--- config.mk ---
export PLATFORM = sky130hd
export DESIGN_NAME = mma_datapath
export DESIGN_NICKNAME = d
export VERILOG_FILES = /design/src/rtl/matrix_multiply_add_defines.svh /design/src/rtl/mma_pkg.sv /design/src/rtl/mma_datapath.sv
export SDC_FILE = /design/constraint.sdc
export NUM_CORES = 2
export LEC_CHECK = 0
export ABC_AREA = 0
export CAP_MARGIN = 40
export CORE_MARGIN = 8
export CORE_UTILIZATION = 37
export CTS_CLUSTER_SIZE = 20
export DETAILED_ROUTE_END_ITERATION = 7
export DONT_BUFFER_PORTS = 1
export PLACE_DENSITY = 0.5
export RECOVER_POWER = 50
export SLEW_MARGIN = 20
export SYNTH_ARGS = -nofsm -noshare
export SYNTH_HDL_FRONTEND = slang
export SYNTH_SLANG_ARGS = --single-unit
--- constraint.sdc ---
create_clock -name i_clk -period 30.8 [get_ports i_clk]
set_clock_uncertainty 0.15 [all_clocks]
set_input_delay 9.24 -clock i_clk [delete_from_list [all_inputs] [get_ports i_clk]]
set_output_delay 9.24 -clock i_clk [all_outputs]
set_load 0.1 [all_outputs]
--- src/rtl/matrix_multiply_add_defines.svh ---
// Assertion macros for matrix_multiply_add, which checks its own logic.
`ifndef MATRIX_MULTIPLY_ADD_DEFINES_SVH
`define MATRIX_MULTIPLY_ADD_DEFINES_SVH

// Same-cycle implication, disabled while reset is asserted.
`define MMA_ASSERT_IMP(label, clk, rst_n, ante, cons, msg) \
    label: assert property (@(posedge clk) disable iff (!rst_n) (ante) |-> (cons)) \
        else $error(msg);

// Next-cycle implication, disabled while reset is asserted.
`define MMA_ASSERT_NXT(label, clk, rst_n, ante, cons, msg) \
    label: assert property (@(posedge clk) disable iff (!rst_n) (ante) |=> (cons)) \
        else $error(msg);

`endif

--- src/rtl/mma_pkg.sv ---
`default_nettype none

package mma_pkg;

    // Geometry of the stores.
    localparam int MAX_DIM    = 16;
    localparam int MAX_STRIDE = 4;
    localparam int MAX_XCOLS  = 4;
    localparam int VEC_ROWS   = MAX_DIM * MAX_STRIDE;

    localparam int A_DEPTH   = MAX_DIM * MAX_DIM;
    localparam int XY_Y_BASE = VEC_ROWS * MAX_XCOLS;
    localparam int XY_DEPTH  = 2 * XY_Y_BASE;
    localparam int A_AW      = $clog2(A_DEPTH);
    localparam int XY_AW     = $clog2(XY_DEPTH);

    localparam int DIM_CW = $clog2(MAX_DIM + 1);
    localparam int STR_W  = $clog2(MAX_STRIDE + 1);
    localparam int VROW_W = $clog2(VEC_ROWS);

    // Field widths.
    localparam int MODE_W     = 2;
    localparam int ROW_W      = 6;
    localparam int COL_W      = 4;
    localparam int DATA_W     = 32;
    localparam int OUT_ROW_W  = 6;
    localparam int OUT_COL_W  = 2;
    localparam int STATUS_W   = 2;
    localparam int CFG_IDX_W  = 3;
    localparam int CFG_DATA_W = 32;

    // Arithmetic widths.
    localparam int PROD_W  = 2 * DATA_W + 1;
    localparam int ACC_W   = 2 * DATA_W + $clog2(MAX_DIM);
    localparam int LIMBS   = (ACC_W + DATA_W - 1) / DATA_W;
    localparam int LIMB_W  = $clog2(LIMBS);
    localparam int PAD_W   = LIMBS * DATA_W;
    localparam int T_W     = ACC_W + DATA_W;
    localparam int F_W     = T_W + 2;
    localparam int Y_SHIFT = 16;

    localparam logic [DATA_W-1:0] SAT_MAX = {1'b0, {(DATA_W-1){1'b1}}};
    localparam logic [DATA_W-1:0] SAT_MIN = {1'b1, {(DATA_W-1){1'b0}}};

    // Item modes.
    localparam logic [MODE_W-1:0] MODE_LOAD_A  = 2'd0;
    localparam logic [MODE_W-1:0] MODE_LOAD_X  = 2'd1;
    localparam logic [MODE_W-1:0] MODE_LOAD_Y  = 2'd2;
    localparam logic [MODE_W-1:0] MODE_COMPUTE = 2'd3;

    // Result status codes.
    localparam logic [STATUS_W-1:0] ST_OK    = 2'd0;
    localparam logic [STATUS_W-1:0] ST_RANGE = 2'd1;
    localparam logic [STATUS_W-1:0] ST_SAT   = 2'd2;

    // Register indexes.
    localparam logic [CFG_IDX_W-1:0] REG_NUM_ROWS  = 3'd0;
    localparam logic [CFG_IDX_W-1:0] REG_NUM_COLS  = 3'd1;
    localparam logic [CFG_IDX_W-1:0] REG_TRANSPOSE = 3'd2;
    localparam logic [CFG_IDX_W-1:0] REG_STRIDE    = 3'd3;
    localparam logic [CFG_IDX_W-1:0] REG_ALPHA     = 3'd4;
    localparam logic [CFG_IDX_W-1:0] REG_BETA      = 3'd5;

    // Datapath micro-operations.
    localparam logic [2:0] OP_NOP   = 3'd0;
    localparam logic [2:0] OP_CLR   = 3'd1;
    localparam logic [2:0] OP_MAC   = 3'd2;
    localparam logic [2:0] OP_BETA  = 3'd3;
    localparam logic [2:0] OP_ALPHA = 3'd4;
    localparam logic [2:0] OP_FIN   = 3'd5;

    typedef struct packed {
        logic [MODE_W-1:0]        mode;
        logic [ROW_W-1:0]         row_index;
        logic [COL_W-1:0]         col_index;
        logic signed [DATA_W-1:0] data_value;
    } t_in_item;

    typedef struct packed {
        logic [OUT_ROW_W-1:0]     out_row;
        logic [OUT_COL_W-1:0]     out_col;
        logic signed [DATA_W-1:0] out_value;
        logic [STATUS_W-1:0]      status;
    } t_out_item;

    typedef struct packed {
        logic [2:0]        op;
        logic [LIMB_W-1:0] limb;
    } t_dp_ctl;

    typedef struct packed {
        logic              done;
        logic              sat;
        logic [DATA_W-1:0] value;
    } t_dp_res;

endpackage

`default_nettype wire

--- src/rtl/mma_datapath.sv ---
`default_nettype none

module mma_datapath (
    input  logic                             i_clk,
    input  logic                             i_rst_n,
    input  mma_pkg::t_dp_ctl                 i_ctl,
    input  logic signed [mma_pkg::DATA_W-1:0] i_a_data,
    input  logic signed [mma_pkg::DATA_W-1:0] i_xy_data,
    input  logic signed [mma_pkg::DATA_W-1:0] i_alpha,
    input  logic signed [mma_pkg::DATA_W-1:0] i_beta,
    output mma_pkg::t_dp_res                 o_res
);
    import mma_pkg::*;

    t_dp_ctl                  r_ctl1;
    t_dp_ctl                  r_ctl2;
    logic signed [DATA_W:0]   w_opa;
    logic signed [DATA_W-1:0] w_opb;
    logic signed [PROD_W-1:0] r_prod;
    logic signed [ACC_W-1:0]  r_acc;
    logic signed [PAD_W-1:0]  w_pad;
    logic signed [T_W-1:0]    r_t;
    logic signed [PROD_W-1:0] r_by;
    logic [F_W-1:0]           w_sum;
    logic [F_W-DATA_W*2:0]    w_upper;
    logic                     w_fits;
    logic [DATA_W-1:0]        w_value;
    logic                     r_done;
    logic                     r_sat;
    logic [DATA_W-1:0]        r_value;

    // Multiply stage: operands are memory words, alpha, beta or one limb of the sum.
    assign w_pad = PAD_W'(r_acc);

    always_comb begin
        w_opa = '0;
        w_opb = '0;
        case (r_ctl1.op)
            OP_MAC: begin
                w_opa = (DATA_W + 1)'(i_a_data);
                w_opb = i_xy_data;
            end
            OP_BETA: begin
                // A zero beta leaves the y term out, so the y word is not used.
                if (i_beta != '0) begin
                    w_opa = (DATA_W + 1)'(i_xy_data);
                    w_opb = i_beta;
                end
            end
            OP_ALPHA: begin
                if (r_ctl1.limb == LIMB_W'(LIMBS - 1)) begin
                    w_opa = {w_pad[PAD_W-1], w_pad[PAD_W-1 -: DATA_W]};
                end else begin
                    w_opa = {1'b0, w_pad[r_ctl1.limb*DATA_W +: DATA_W]};
                end
                w_opb = i_alpha;
            end
            default: begin
                w_opa = '0;
                w_opb = '0;
            end
        endcase
    end

    // Final rounding and saturation.
    always_comb begin
        w_sum = F_W'(r_t) + (F_W'(r_by) << Y_SHIFT) + (F_W'(1) << (DATA_W - 1));
        w_upper = w_sum[F_W-1:2*DATA_W-1];
        w_fits = (&w_upper) || !(|w_upper);
        if (w_fits) begin
            w_value = w_sum[2*DATA_W-1:DATA_W];
        end else if (w_sum[F_W-1]) begin
            w_value = SAT_MIN;
        end else begin
            w_value = SAT_MAX;
        end
    end

    always_ff @(posedge i_clk) begin
        if (!i_rst_n) begin
            r_ctl1 <= '{op: OP_NOP, limb: '0};
            r_ctl2 <= '{op: OP_NOP, limb: '0};
            r_done <= 1'b0;
        end else begin
            r_ctl1 <= i_ctl;
            r_ctl2 <= r_ctl1;
            r_done <= (r_ctl2.op == OP_FIN);
        end
    end

    always_ff @(posedge i_clk) begin
        r_prod <= w_opa * w_opb;
        case (r_ctl2.op)
            OP_CLR: begin
                r_acc <= '0;
                r_t   <= '0;
                r_by  <= '0;
            end
            OP_MAC: begin
                r_acc <= r_acc + ACC_W'(r_prod);
            end
            OP_BETA: begin
                r_by <= r_prod;
            end
            OP_ALPHA: begin
                r_t <= (r_t <<< DATA_W) + T_W'(r_prod);
            end
            OP_FIN: begin
                r_value <= w_value;
                r_sat   <= !w_fits;
            end
            default: begin
                r_acc <= r_acc;
            end
        endcase
    end

    assign o_res = '{done: r_done, sat: r_sat, value: r_value};

endmodule

`default_nettype wire

## After elaboration in Yosys (flattened, before gate mapping)

Cells that the tools add are included.

| operators by class | value |
|---|---|
| shift operators | 1 |
| multiply operators | 1 |
| muxes and demuxes | 10 |
| reduce and logical (&&, ||, !) cells | 9 |
| add/subtract/negate cells | 4 |
| equal/unequal tests | 9 |

Operators by type and width:

| cell | count |
|---|---|
| $pmux 100 s2 | 1 |
| $pmux 68 s2 | 1 |
| $pmux 65 s2 | 1 |
| $add 101x33->102 const B | 1 |
| $add 100x81->101 | 1 |
| $add 100x65->100 | 1 |
| $pmux 33 s3 | 1 |
| $mux 32 | 3 |
| $pmux 32 s3 | 1 |
| $shiftx 96x8->32 | 1 |
| $add 68x65->68 | 1 |
| $mux 33 | 2 |
| $mul 33x32->65 | 1 |
| $reduce_and 39->1 | 1 |
| $reduce_or 39->1 | 1 |
| $reduce_bool 32->1 | 1 |
| $eq 3x2->1 const B | 4 |
| $eq 3x3->1 const B | 3 |
| $reduce_bool 2->1 | 3 |
| $eq 3x1->1 const B | 1 |
| $eq 2x2->1 const B | 1 |
| $logic_not 1->1 | 2 |
| $logic_or 1x1->1 | 1 |

| word-level totals | value |
|---|---|
| output and inout port bits | 34 |
| word-level logic and storage cells | 44 |
| bits in registers | 340 |
| input port bits | 135 |

## Longest topological paths before layout

| logic depth | value |
|---|---|
| depth in word-level cells | 6 |
| mapped depth | 40 |
| mapped depth without buffers | 36 |

## Worst setup path after synthesis

Ideal clock, no wire load.

| timing path | value |
|---|---|
| path kind | input port to flip-flop |
| start | in i_beta[9] (netlist bit) |
| end | reg r_prod[42] |
| data arrival time | 18.182 ns |
| stages on the path | 31 |
| setup slack | 12.395 ns |
| path buffers | 3 |
| required time | 30.578 ns |
| setup time | 0.072 ns |
| path through | nor4_1 > nand4_1 > nor2_1 > nor3b_1 > clkbuf_1 > a2111oi_0 > clkbuf_1 > nor2_1 > fa_1 > fa_1 > fa_1 > inv_1 > fa_1 > inv_1 > fa_1 > fa_1 > fa_1 > fa_1 > ha_1 > clkbuf_1 > a21o_1 > a31oi_1 > o21ai_0 > a2111oi_0 > a21oi_1 > a21o_1 > a21o_1 > a211o_1 > a31o_2 > a21oi_1 > xnor2_1 |

| between the ends | value |
|---|---|
| cells in the longest elaborated chain, start to end | 4 |
| elaborated cells on any way between the ends | 6 |
| those cells by class | mul: 1; mux: 4; reduce/logical: 1 |

RTL lines:

| what | RTL line | RTL |
|---|---|---|
| start: declaration | mma_datapath.sv:10 | `input logic signed [mma_pkg::DATA_W-1:0] i_beta,` |
| $reduce_bool 32->1 | mma_datapath.sv:45 | `if (i_beta != '0) begin` |
| $mux 33 / $mux 32 (equally long branches) | mma_datapath.sv:45 |  |
| $pmux 33 s3 / $pmux 32 s3 (equally long branches) | mma_datapath.sv:38 | `case (r_ctl1.op)` |
| $mul 33x32->65 * | mma_datapath.sv:92 | `r_prod <= w_opa * w_opb;` |
| end signal: assignment | mma_datapath.sv:92 |  |
| end: declaration | mma_datapath.sv:19 | `logic signed [PROD_W-1:0] r_prod;` |

Mark *: on every way between the ends. The rest lies on a longest branch, timed or not.
A chain may end at the register's enable or synchronous reset.

## Worst setup path in the final report

| timing path | value |
|---|---|
| start | in i_beta[23] (netlist bit) |
| end | reg r_prod[60] |

Same word-level chain as after synthesis.

==> run metrics <==
Site Rows 153; most numerous cell in the Yosys netlist inv_1; post-synth top area cell fa_1; Worst path max stage delay 930 ps; Mapped Nets 8933; Static Leakage 31.9 nW; Mapped Cells 7198; RePlAce Congestion 0.936; WL/cell 25.8 um; Max Clk Rate 52.0 MHz; Critical R2R Launch r_ctl1[4]; antenna-violating nets left 0; setup slack, reg-to-reg 18970 ps; WP data required 31150 ps; detailed-route wire length 244 mm; Async S/R FF share, synth 0; Overall Global Routing Usage 0.253; hold_sp r_ctl1[3]; initial drt markers 4176; Tcrit/Tclk final 0.625; post-synthesis cell type count 107; post-synthesis sequential area ratio 0.146; CTS tree built; Slew HR -1.10; crit path max fanout 53; drt first pass iters 6; RSZ-0062 raised after global routing no; first-pass GRT wire length 357 mm; Core Area 174000 um^2; # setup viols final 0; DR vias 52500; max cap viols 8; Initial Util 0.373; share of the synthesized area in the top cell type 0.344; Die ar. 189000 um^2; H-tree lvl count 2; Post-synth EDFFs 266; Die Ht 435 um; startpoint types input port; violated checks max-capacitance violations, max-slew violations; Hold Vio Cnt, Final 0; reg2reg path depth 35; Hold/Removal Path Class flip-flop to flip-flop; grt ovf 0; Tmin final 19230 ps; Cells on Worst Hold Path 1; vias in the first global route 53500; initial antenna violation count 20; Worst-path clk slew 60 ps; vias per cell 5.56; number of I/O port buffers 0; #FFs+latches synth 340; I/O pin total 169; Root Buffer clkbuf_16; cts bufs inserted 44; DRC viols 0; Skew-Pair Late Insertion Delay 610 ps; Commonest cells post-synth inv_1 (1129), fa_1 (1114), nor2_1 (845); width of the die 435 um; CP Capture Type flip-flop; CTS sink cnt 340; setup TNS 0 ps; area grow syn2layout 7.41%; largest net degree at the start of global routing 73; Avg Inst Size Synth 9.01 um^2; post_cts resized 0; Critical Path Slowest Stage Cell fa_1; Max rail drop VDD 0.0473 mV; Worst-Margin Slew 3150 ps; DP HPWL 203 mm; fill cell count 17400; critical path class input port to flip-flop; delay-heaviest family, CP adder cells; Final Non-Filler Cells 9441; hold buffers post-CTS 0; status finished, violations left; Synth Flop Type edfxtp_1; cell count after placement 9341; Arr. time, crit path 19590 ps; mapped cell area 64800 um^2; WP buf/inv 11; layout cells sized above 1 0.0520; fin. max-slew vios 399; final core occ 0.400; FF-to-FF End r_prod[60]; Clock Path Buffers 3; post-CTS repair timing setup buffer count 0; Yosys warnings 0; synth top area cells fa_1 (34%), edfxtp_1 (12%), ha_1 (9.4%), inv_1 (6.5%), nor2_1 (4.9%); WHS Endpoint r_ctl2[3]; Final #Nets 8802; P per Cell Area 50.3 nW/um^2
## worst max-delay path by stage
stage	from	endpoint	slack [ps]	cells past startpoint
floorplan	i_beta[9]	r_prod[42]	12400	31
detailed placement	i_beta[23]	r_prod[60]	10920	35
global route	i_beta[23]	r_prod[60]	11140	36
global placement	i_beta[23]	r_prod[60]	10710	34
CTS	i_beta[23]	r_prod[60]	11510	35
finish	i_beta[23]	r_prod[60]	11570	36
## registers in the layout, summed over array words and instances (netlist names)
| signal | flops |
|---|---|
| r_done | 1 |
| r_sat | 1 |
| r_prod | 65 |
| r_ctl1 | 5 |
| r_t | 100 |
| r_by | 65 |
| r_ctl2 | 3 |
| r_acc | 68 |
| r_value | 32 |
## final cells by class
type	instances	area, um^2	area share
Inverter	1129	4240	0.0609
Antenna cell	16	40.0	0.000575
Tap cell	2325	2910	0.0418
Clock inverter	17	191	0.00275
Clock buffer	62	1230	0.0177
Sequential cell	340	9470	0.136
Multi-Input combinational cell	5393	50000	0.718
Timing Repair Buffer	159	1520	0.0219
## kinds of logic after synthesis
kind of cell | after synthesis | synth area share
and+or+nand+nor | 2279 | 0.159
adders and majority gates | 1600 | 0.438
buffers and inverters | 1465 | 0.0871
AOI/OAI and AO/OA | 1196 | 0.126
DFF | 340 | 0.146
xor gates and xnor gates | 240 | 0.0327
muxes | 78 | 0.0120
## where the power goes
group          leakage [nW]  switching (W)  internal (W)
sequential             3.13       0.000128      0.000570
combinational          28.1        0.00141      0.000877
clock                 0.696       0.000222      0.000291
total                  31.9        0.00176       0.00174
## cell usage in the layout, fill, tap and decap left out, drive strengths merged, types with 13 or more instances in the layout
master	n
a221oi	13
diode	16
a21oi	333
clkbuf	73
xor2	97
and2	119
a2111o	30
nor3	77
nor2b	41
nor4	44
a31oi	56
ha	486
a21o	161
or3	17
o21bai	52
dfxtp	74
o211ai	39
nor2	848
o21a	73
inv	1133
nand3	74
mux2i	78
or2	18
and4	15
buf	147
nand2b	49
nand4	78
a2111oi	39
edfxtp	266
o31ai	22
fa	1114
nand2	752
xnor2	143
o21ai	227
a211oi	38
and3	109
## stage by stage
stage	worst slack (ps)	total power, W	cell area [um^2]	hold slack, ps
floorplan	12400	0.00225	64800	285
global placement	10710	0.00295	67500	344
detailed placement	10920	0.00296	68200	347
CTS	11510	0.00349	69700	350
global route	11140	0.00376	69600	360
finish	11570	0.00350	69600	350
## routing by layer
metal / vias up / share of wire / GRT usage / wire length, um
met3: 397 / 0.063 / 0.0311 / 15200
met4: 2 / 0.049 / 0.104 / 12000
met5: - / 0.000053 / 0 / 13
li1: 23200 / - / - / -
met2: 1902 / 0.47 / 0.419 / 115000
met1: 27000 / 0.41 / 0.335 / 101000
No activity file was read; power rests on OpenSTA's default activity.
